==> src/rtl/kmsd_pkg.sv <==
// Shared types, constants and helper functions for the key matrix scanner.
`timescale 1ns / 1ps

package kmsd_pkg;

   localparam int unsigned ColWidth     = 5;
   localparam int unsigned RowWidth     = 8;
   localparam int unsigned DriveWidth   = 7;
   localparam int unsigned CountWidth   = 8;
   localparam logic [DriveWidth-1:0] IdleDrive = 7'h7F;
   localparam logic [7:0] SettleReset  = 8'd5;

   typedef struct packed {
      logic [ColWidth-1:0] col_index;
      logic [RowWidth-1:0] row_lines;
      logic                pass_end;
   } kmsd_item_type;

   typedef struct packed {
      logic [DriveWidth-1:0] col_drive;
      logic [RowWidth-1:0]   committed_bits;
      logic                  settling;
      logic                  commit_done;
      logic [CountWidth-1:0] key_count;
   } kmsd_result_type;

   // Column drive codes; anything past the table selects no column.
   function automatic logic [DriveWidth-1:0] drive_code(input logic [ColWidth-1:0] col);
      logic [DriveWidth-1:0] code;
      case (col)
         5'd0:    code = 7'h64;
         5'd1:    code = 7'h6C;
         5'd2:    code = 7'h62;
         5'd3:    code = 7'h7A;
         5'd4:    code = 7'h66;
         5'd5:    code = 7'h76;
         5'd6:    code = 7'h6E;
         5'd7:    code = 7'h7E;
         5'd8:    code = 7'h41;
         5'd9:    code = 7'h21;
         5'd10:   code = 7'h6A;
         5'd11:   code = 7'h72;
         5'd12:   code = 7'h7C;
         5'd13:   code = 7'h74;
         5'd14:   code = 7'h78;
         5'd15:   code = 7'h70;
         5'd16:   code = 7'h60;
         5'd17:   code = 7'h68;
         default: code = IdleDrive;
      endcase
      return code;
   endfunction

   function automatic logic [3:0] pop8(input logic [7:0] v);
      logic [3:0] n;
      n = '0;
      for (int i = 0; i < 8; i++) begin
         n = n + {3'b000, v[i]};
      end
      return n;
   endfunction

endpackage

==> src/rtl/kmsd_core.sv <==
// Raw and committed key stores, settle counter and per-column result logic.
`timescale 1ns / 1ps

module kmsd_core
   import kmsd_pkg::*;
#(
   parameter int unsigned ROW_COUNT = 8,
   parameter int unsigned COL_COUNT = 18
) (
   input  logic            clock,
   input  logic            reset,
   input  logic            fire,
   input  kmsd_item_type   item,
   input  logic [7:0]      settle_passes,
   output kmsd_result_type result
);

   localparam int unsigned ColIdxW = (COL_COUNT > 1) ? $clog2(COL_COUNT) : 1;
   localparam logic [ColWidth:0] ColLimit = (ColWidth + 1)'(COL_COUNT);
   localparam logic [CountWidth-1:0] MaxKeys = CountWidth'(ROW_COUNT * COL_COUNT);

   logic [ROW_COUNT-1:0]  raw_ff  [COL_COUNT];
   logic [ROW_COUNT-1:0]  comm_ff [COL_COUNT];
   logic [7:0]            settle_ff, settle_in;
   logic [CountWidth-1:0] raw_count_ff, raw_count_in;
   logic [CountWidth-1:0] comm_count_ff, comm_count_in;

   logic                 in_range, change, commit;
   logic [ColIdxW-1:0]   idx;
   logic [ROW_COUNT-1:0] rows, old_rows;
   logic [7:0]           rows_ext, old_ext, settle_mid;

   always_comb begin
      in_range = {1'b0, item.col_index} < ColLimit;
      idx      = item.col_index[ColIdxW-1:0];
      rows     = ~item.row_lines[ROW_COUNT-1:0];
      old_rows = raw_ff[idx];
      change   = in_range && (old_rows != rows);
      rows_ext = '0;
      old_ext  = '0;
      rows_ext[ROW_COUNT-1:0] = rows;
      old_ext[ROW_COUNT-1:0]  = old_rows;

      // Running raw key total: swap this column's old population for the new.
      raw_count_in = raw_count_ff;
      if (change) begin
         raw_count_in = raw_count_ff + CountWidth'(pop8(rows_ext))
                        - CountWidth'(pop8(old_ext));
      end

      settle_mid = settle_ff;
      if (change) begin
         settle_mid = (settle_passes == 8'd0) ? 8'd1 : settle_passes;
      end
      settle_in = settle_mid;
      commit    = 1'b0;
      if (item.pass_end && settle_mid != 8'd0) begin
         settle_in = settle_mid - 8'd1;
         commit    = (settle_in == 8'd0);
      end

      comm_count_in = commit ? raw_count_in : comm_count_ff;

      result.col_drive      = in_range ? drive_code(item.col_index) : IdleDrive;
      result.committed_bits = '0;
      if (in_range) begin
         result.committed_bits[ROW_COUNT-1:0] = commit ? rows : comm_ff[idx];
      end
      result.settling    = (settle_in != 8'd0);
      result.commit_done = commit;
      result.key_count   = comm_count_in;
   end

   always_ff @(posedge clock) begin
      if (reset) begin
         for (int c = 0; c < COL_COUNT; c++) begin
            raw_ff[c]  <= '0;
            comm_ff[c] <= '0;
         end
         settle_ff     <= SettleReset;
         raw_count_ff  <= '0;
         comm_count_ff <= '0;
      end else if (fire) begin
         if (change) begin
            raw_ff[idx] <= rows;
         end
         if (commit) begin
            for (int c = 0; c < COL_COUNT; c++) begin
               comm_ff[c] <= (change && idx == ColIdxW'(c)) ? rows : raw_ff[c];
            end
         end
         settle_ff     <= settle_in;
         raw_count_ff  <= raw_count_in;
         comm_count_ff <= comm_count_in;
      end
   end

   a_commit_clears_settle: assert property (@(posedge clock) disable iff (reset)
      fire && result.commit_done |-> !result.settling)
      else $error("commit reported while still settling");

   a_commit_copies_count: assert property (@(posedge clock) disable iff (reset)
      fire && result.commit_done |=> comm_count_ff == raw_count_ff)
      else $error("committed key count differs from raw count after commit");

   a_raw_count_bound: assert property (@(posedge clock) disable iff (reset)
      raw_count_ff <= MaxKeys)
      else $error("raw key count beyond matrix size");

   a_idle_column: assert property (@(posedge clock) disable iff (reset)
      fire && !in_range |-> result.committed_bits == '0 && result.col_drive == IdleDrive)
      else $error("out-of-range column produced key data");

endmodule

==> src/rtl/key_matrix_scan_debounce.sv <==
// Top level of the key matrix column scanner with global debounce.
`timescale 1ns / 1ps

// Key matrix scanner with global debounce. Feed one beat per scanned column
// (column index, active-low row lines, last-column-of-pass flag); each beat
// returns one beat with the column's drive code, its committed key bits,
// the settle flag, a commit flag and the committed key total. The block
// takes one column per clock unless held by a stall: a beat passes an
// input register and then the store update and result logic into the
// output register, and the next beat may follow in the very next cycle.
// A column whose raw rows change reloads the settle counter from
// csr_settle_passes (zero counts as one); each pass end counts it down and
// on reaching zero the whole raw store is committed at once. Indices
// at or beyond COL_COUNT drive 7F, return zero key bits and still honour
// the pass end. Rows at or above ROW_COUNT are ignored. Write the settle
// register only while no beat is in flight; it is always ready.
module key_matrix_scan_debounce
   import kmsd_pkg::*;
#(
   parameter int unsigned ROW_COUNT = 8,
   parameter int unsigned COL_COUNT = 18
) (
   input  logic                  clock,
   input  logic                  reset,
   input  logic                  req_valid,
   output logic                  req_stall,
   input  logic [ColWidth-1:0]   req_col_index,
   input  logic [RowWidth-1:0]   req_row_lines,
   input  logic                  req_pass_end,
   output logic                  rsp_valid,
   input  logic                  rsp_stall,
   output logic [DriveWidth-1:0] rsp_col_drive,
   output logic [RowWidth-1:0]   rsp_committed_bits,
   output logic                  rsp_settling,
   output logic                  rsp_commit_done,
   output logic [CountWidth-1:0] rsp_key_count,
   input  logic                  csr_valid,
   output logic                  csr_ready,
   input  logic [7:0]            csr_settle_passes
);

   logic            s1_valid_ff, s1_valid_in;
   kmsd_item_type   s1_item_ff;
   logic            rsp_valid_ff, rsp_valid_in;
   kmsd_result_type rsp_data_ff, core_result;
   logic [7:0]      settle_passes_ff;
   logic            out_free, s1_fire, req_take;

   // Output register frees when empty or taken this cycle.
   assign out_free  = !rsp_valid_ff || !rsp_stall;
   assign s1_fire   = s1_valid_ff && out_free;
   assign req_stall = s1_valid_ff && !out_free;
   assign req_take  = req_valid && !req_stall;
   assign csr_ready = 1'b1;

   always_comb begin
      s1_valid_in = s1_valid_ff;
      if (req_take) begin
         s1_valid_in = 1'b1;
      end else if (s1_fire) begin
         s1_valid_in = 1'b0;
      end
      rsp_valid_in = rsp_valid_ff;
      if (s1_fire) begin
         rsp_valid_in = 1'b1;
      end else if (!rsp_stall) begin
         rsp_valid_in = 1'b0;
      end
   end

   always_ff @(posedge clock) begin
      if (reset) begin
         s1_valid_ff      <= 1'b0;
         rsp_valid_ff     <= 1'b0;
         settle_passes_ff <= SettleReset;
      end else begin
         s1_valid_ff  <= s1_valid_in;
         rsp_valid_ff <= rsp_valid_in;
         if (csr_valid && csr_ready) begin
            settle_passes_ff <= csr_settle_passes;
         end
      end
   end

   // Payload registers: hold while stalled, advance on a taken beat.
   always_ff @(posedge clock) begin
      if (req_take) begin
         s1_item_ff <= '{col_index: req_col_index,
                         row_lines: req_row_lines,
                         pass_end:  req_pass_end};
      end
      if (s1_fire) begin
         rsp_data_ff <= core_result;
      end
   end

   kmsd_core #(
      .ROW_COUNT (ROW_COUNT),
      .COL_COUNT (COL_COUNT)
   ) u_core (
      .clock         (clock),
      .reset         (reset),
      .fire          (s1_fire),
      .item          (s1_item_ff),
      .settle_passes (settle_passes_ff),
      .result        (core_result)
   );

   assign rsp_valid          = rsp_valid_ff;
   assign rsp_col_drive      = rsp_data_ff.col_drive;
   assign rsp_committed_bits = rsp_data_ff.committed_bits;
   assign rsp_settling       = rsp_data_ff.settling;
   assign rsp_commit_done    = rsp_data_ff.commit_done;
   assign rsp_key_count      = rsp_data_ff.key_count;

endmodule

==> config.mk <==
export PLATFORM = sky130hd
export DESIGN_NAME = key_matrix_scan_debounce
export DESIGN_NICKNAME = d
export VERILOG_FILES = /design/src/rtl/kmsd_pkg.sv /design/src/rtl/kmsd_core.sv /design/src/rtl/key_matrix_scan_debounce.sv
export SDC_FILE = /design/constraint.sdc
export NUM_CORES = 1
export LEC_CHECK = 0
export ABC_AREA = 1
export BUFFER_PORTS_ARGS = -buffer_cell sky130_fd_sc_hd__buf_2
export CORE_MARGIN = 1.5
export CORE_UTILIZATION = 40
export CTS_BUF_LIST = sky130_fd_sc_hd__clkbuf_4
export DETAILED_ROUTE_END_ITERATION = 12
export HOLD_SLACK_MARGIN = 0.08
export PLACE_DENSITY = 0.57
export SLEW_MARGIN = 20
export SYNTH_ARGS = -nofsm -noshare
export SYNTH_HDL_FRONTEND = slang
export SYNTH_SLANG_ARGS = --single-unit
==> constraint.sdc <==
create_clock -name clock -period 13.8 [get_ports clock]
set_clock_uncertainty 0.05 [all_clocks]
set_input_delay 2.07 -clock clock [delete_from_list [all_inputs] [get_ports clock]]
set_output_delay 2.07 -clock clock [all_outputs]
set_load 0.05 [all_outputs]
After elaboration in Yosys (flattened, before gate mapping). Memories as Yosys holds them, arrays and structs flattened. A register that Yosys moved wholly into a read port is not among the register bits. Cells that the tools add are included.

Bits in registers: 66. Memory bits (writable): 288. Bits in read-only memories: 224. Output and inout bits: 28. Word-level logic and storage cells: 170. Memories: 3.

Memory list: (name not given) (depth 32, bits a word 7, rd ports 1, clocked after memory_dff 1, wr ports 0, line kmsd_pkg.sv:30) `case (col)`; u_core.comm_ff (depth 18, bits a word 8, rd ports 1, clocked after memory_dff 1, wr ports 18, line kmsd_core.sv:23) `logic [ROW_COUNT-1:0] comm_ff [COL_COUNT];`; u_core.raw_ff (depth 18, bits a word 8, rd ports 19, clocked after memory_dff 1, wr ports 18, line kmsd_core.sv:22) `logic [ROW_COUNT-1:0] raw_ff [COL_COUNT];`.

$add $sub $neg: 17. Magnitude comparators: 1. Eq/ne operators: 19. Muxes and demuxes: 62. Bitwise logic cells: 19. Reductions and logical operators: 36.

Operator list (number): $mux W8 (43); $add A4 B1 Y4 (12); $eq A5 B4 Y1 const B (8); $logic_and A1 B1 Y1 (23); $eq A5 B3 Y1 const B (4); $or A1 B1 Y1 (18); $logic_not A8 Y1 (2); $mux W1 (16); $reduce_bool A8 Y1 (2); $mux W5 (3); $eq A5 B2 Y1 const B (2); $eq A5 B5 Y1 const B (2); $add A8 B4 Y8 (1); $ne A8 B8 Y1 (1); $not A8 Y8 (1); $reduce_or A8 Y1 (1); $sub A8 B1 Y8 const B (1); $sub A8 B4 Y8 (1); $eq A5 B1 Y1 const B (1); $logic_not A1 Y1 (5); $logic_not A5 Y1 (1); $lt A5 B5 Y1 const B (1); $add A1 B1 Y2 (2); $ne A2 B1 Y1 const B (1); 2 further kinds (2).

Longest topological paths before layout.
Word-level depth: 12. Depth in mapped cells: 35.

Hierarchy. A second synthesis with hierarchy kept.

Cells, all modules: 2497. Area total of the unflattened synthesis: 22893.2 um2.

Modules (own cells, without submodules): kmsd_core (times used 1, cells an instance 2410, area an instance 21360.5 um2); key_matrix_scan_debounce (times used 1, cells an instance 87, area an instance 1532.7 um2).

Least setup slack after synthesis. No wires, ideal clock.

Path type: register to register. Start: register (tool-made name). End: memory u_core.comm_ff[0][0] (enable). Arrival: 6103 ps. Data required time: 13241 ps. Path slack: 7138 ps. Stages on the path, launching flop included: 29. Buffers on the path: 4. Period minus slack after synthesis: 6662 ps. Cell sequence: dfxtp_1 > buf_4 > inv_2 > buf_4 > buf_2 > nand2_1 > nand3_1 > nand3_1 > nand2_1 > nand2_1 > nand3_1 > nand2_1 > nand2_1 > nand2_1 > nand2_1 > nor2_1 > nand2_1 > nand2_1 > buf_4 > nand2_1 > nand2_1 > ha_1 > nand2_1 > nand3b_1 > nor2_1 > nand3_4 > nor2_8 > nand2_1 > nand2_1.

RTL lines (line): to (decl) (kmsd_core.sv:23).

==> results by stage <==
Setup path:
- The cell with the biggest individual delay on the critical path is clkinv_2.
- The nature of the critical path startpoint is a flop.
- The family of cells with the greatest summed delay on the critical path is simple AND/OR/NAND/NOR gates.
- The kind of end point of the critical path is a flop.
- The type of the setup path with the least slack is reg -> reg.
- In this design, the stage delay of the slowest critical-path cell is 0.77 ns.
- The most numerous cell on the critical path is nand2_1.
- Together, buffers and inverters on the worst path number 4.
- The worst path arrival time is between 9 and 10 ns.
- The highest fanout seen on the critical path is about 60.
- The required time at the endpoint of the critical path is 14.32 ns.

STA:
- The number of endpoints with negative hold slack in the final report is 0.
- The setup slack of the critical path after layout is roughly 5.2 ns.
- The final count of pins violating max slew is 0.
- At the pin with the least slew margin, the transition time is roughly 1.1 ns.
- The max-slew headroom at the worst pin is 27.0%.
- Setup violations remaining at the end of the flow were counted as 0.
- Setup repair after global routing left no endpoint under its margin.
- Derived from the worst setup path, the maximum achievable clock frequency is 0.116 GHz.
- The post-route minimum period is 8.59 ns.
- For the final routed database, the setup TNS stands at 0 ns.
- The final clock period utilization by the worst path is 62.2%.

Finish:
- In the final layout, the multi-input gates occupy 8440 sq um.
- The area added between synthesis and finish is 11.9%.
- Registers take approximately 14000 sq um.
- The number of inserted filler cells in the final layout is 5644.
- The proportion of layout cells with a drive suffix above 1 is 11.0%.
- After the last flow step, the layout net total stands at around 2700.

Synth:
- The fraction of post-synthesis cell area in the top cell type by area is 56.8%.
- By area the synthesized netlist is led by edfxtp_1 (57%), nor2_1 (9.0%), nand2_1 (8.0%).
- The portion of the post-synthesis area used by sequential elements is 60.1%.
- After synthesis the cells add up to 23200 sq um.
- The number of unique standard cell types used by synthesis is 37.
- The number of flops mapped to enable cells by yosys is ~440.
- The synthesized design contains 478 register bits.
- The Yosys step of the flow raised 0 warnings.
- The instance count of the mapped netlist is between 2000 and 3000.
- Averaged over all synthesized cells, the footprint is 9.21 sq um.
- Of all cell types, the one taking the most synthesized area is edfxtp_1.
- Among all flip-flop cells after synthesis, the most frequent one is edfxtp_1.
- The share of synthesized registers carrying an async set or reset is 0%.

CTS:
- The number of post-CTS setup repair buffers is 0.
- The number of hold buffers added after CTS was 0.
- After clock tree synthesis, the repair step resized 0 gates.
- The CTS tree is yes.
- The later pin in the worst-skew pair is clocked with a latency of 1.00 ns.
- The H-tree generated during clock tree synthesis spans 4 levels.
- Clock-pin slew was measured on the worst setup and hold paths at 0.06 ns.
- The clock passes through at most 3 buffers.
- The number of clock sinks is 478.
- In this run the clock root is driven by a clkbuf_4.
- The total clock buffers created by CTS is 135.

Worst hold path:
- The start point of the worst hold path is u_core.comm_count_ff[5]$_SDFFE_PP0P_.
- The path class of the tightest hold or removal check is reg -> reg.

Floorplanning:
- During I/O placement, the number of pins put on the boundary was 55.
- The initial utilization of the core area, before any placement, comes to 40.3%.
- The initialized floorplan defines 88 standard-cell rows.
- The floorplan step defined a core boundary enclosing about 58000 sq um.
- From bottom edge to top edge, the die measures 244 um.
- The chip width is about 240 um.
- The die covers 59500 sq um.

Global routing:
- Entering global routing, the biggest net connects 102 pins.
- For this run, the total global-route usage over all layers was measured as 24.1%.
- The leftover overflow at the end of global routing is 0.
- The via count of the first global-routing pass came to ~18000.
- The global-route wire length before repair is 108000 um.
- The number of antenna violations at the first check in global routing is 2.

Placed design:
- The routability congestion estimate from global placement is a little under 0.9.
- During placement, the flow inserted port buffers numbering 53.
- The worst slack after detailed placement is 5.40 ns.
- Once detailed placement completed, the half-perimeter wirelength came to 44000 um.

Routing:
- In this run the remaining antenna-violating nets after routing total 0.
- The detail-routed net length per standard cell is 20.2 um.
- The average vias per placed instance is 5.40.
- The number of iterations in the first detailed-routing pass is 6.
- The routed wire length is 71100 um.
- For this block, the initial DRC count from the detailed router was 2148.
- Summing over every cut layer, the via total after detailed routing is ~19000.
- In the routed design, unresolved DRC markers number 0.

Pwr:
- Dividing total power by cell area gives a power density of around 140 nW/um^2.
- In this run the static leakage power is 0.0104 uW.
- The worst-case IR drop observed on VDD is between 0.00008 and 0.00009 V.
- After layout, the design draws a total of 3730 uW.

Run status:
- The run finished with clean final reports.

Flow run:
- Across the run, the number of max-cap violations was 0.
## cell type report
cell class	count	share of cell area, %
antenna	1	0.00963
clock buffer	189	5.46
clock inverter	21	0.713
inverter	134	1.96
multi-input combinational	1853	32.5
sequential	478	53.8
tap	765	3.68
timing repair buffer	84	1.92
## worst paths after layout
| path | end | slack [ns] | depth (start not counted) |
|---|---|---|---|
| worst min-delay path | u_core.comm_count_ff[5]$_SDFFE_PP0P_ | 0.42 | 2 |
| worst max-delay path | u_core.comm_ff[3][4]$_SDFFCE_PN0P_ | 5.21 | 27 |
| worst min register to register | u_core.comm_count_ff[5]$_SDFFE_PP0P_ | 0.42 | 2 |
| worst max register to register | u_core.comm_ff[3][4]$_SDFFCE_PN0P_ | 5.21 | 27 |
## synth_stat cells, types with 3 or more instances
master and n:
ha_1 17, o221ai_1 30, nand3b_1 3, fa_1 12
o211ai_1 6, inv_2 4, o21ai_1 3, nand3_4 3
o22ai_1 3, buf_1 9, nand3_1 258, inv_1 118
edfxtp_1 439, nand2_1 495, buf_6 7, nor2_1 557
buf_2 34, nand4_1 9, a32oi_1 8, clkbuf_1 111
clkinv_1 12, buf_4 8, o21ai_0 138, dfxtp_1 39
xor2_1 10, a21oi_1 176
## cell families (layout without fill, tap and decap cells)
family	after synthesis	count (layout)	share of synthesized area (%)
AND/OR/NAND/NOR	1332	1332	23.4
flip-flops	478	478	60.1
adder cells (fa/ha/maj)	29	29	1.95
AO/OA/AOI/OAI	368	368	8.67
other	2	114	0.0323
buffers and inverters	303	428	5.44
XOR/XNOR	11	11	0.415
## worst reg2reg max path: cells and delay by family (launching register included)
kind | cells | cell delay, ns
simple gates | 22 | 4.67
buf+inv | 4 | 2.42
fa+ha+maj | 1 | 0.23
flops | 1 | 0.76
## layer usage
layer  global-route usage (%)  wire length (um)  up-vias
li1                         -                 -     8815
met1                     32.8             30400     9194
met3                     5.17              6000      153
met4                     9.50              1870        0
met2                     37.4             32900      869
met5                        0                 0        -
## through the flow
stage	cells	util [%]	cell area [sq um]	hold WS, ns
2_1_floorplan	2634	-	23600	0.380
3_3_place_gp	3314	42.3	24400	0.405
3_5_place_dp	3314	42.3	24400	0.410
4_1_cts	3524	45.1	26000	0.418
5_1_grt	3525	45.1	26000	0.438
6_report	3525	45.1	26000	0.416
## report_power, final
group | switching [uW] | internal [uW] | total, uW | leakage [uW]
Sequential | 41.8 | 1650 | 1690 | 0.00477
Combinational | 502 | 236 | 738 | 0.00461
Clock | 604 | 694 | 1300 | 0.000971
Total | 1150 | 2580 | 3730 | 0.0104
## flip-flops by register name, summed over array words and instances, names as in the netlist, named ones only
signal and flops:
s1_item_ff 14, u_core.raw_ff 256, u_core.comm_count_ff 8, rsp_key_count 8
u_core.raw_count_ff 8, rsp_settling 1, rsp_commit_done 1, u_core.comm_ff 144
settle_passes_ff 8, rsp_committed_bits 8, rsp_valid 1, u_core.settle_ff 8
rsp_col_drive 7, s1_valid_ff 1
## layout by cell type (no fill, tap or decap), types with 22 or more instances in the layout
master / n
a21oi_1: 176
buf_2: 53
buf_4: 31
clkbuf_4: 189
clkinv_1: 22
conb_1: 113
dfxtp_1: 36
edfxtp_1: 439
inv_1: 118
nand2_1: 494
nand3_1: 258
nor2_1: 554
o21ai_0: 130
o221ai_1: 30
Power figures use the tool's default switching activity.
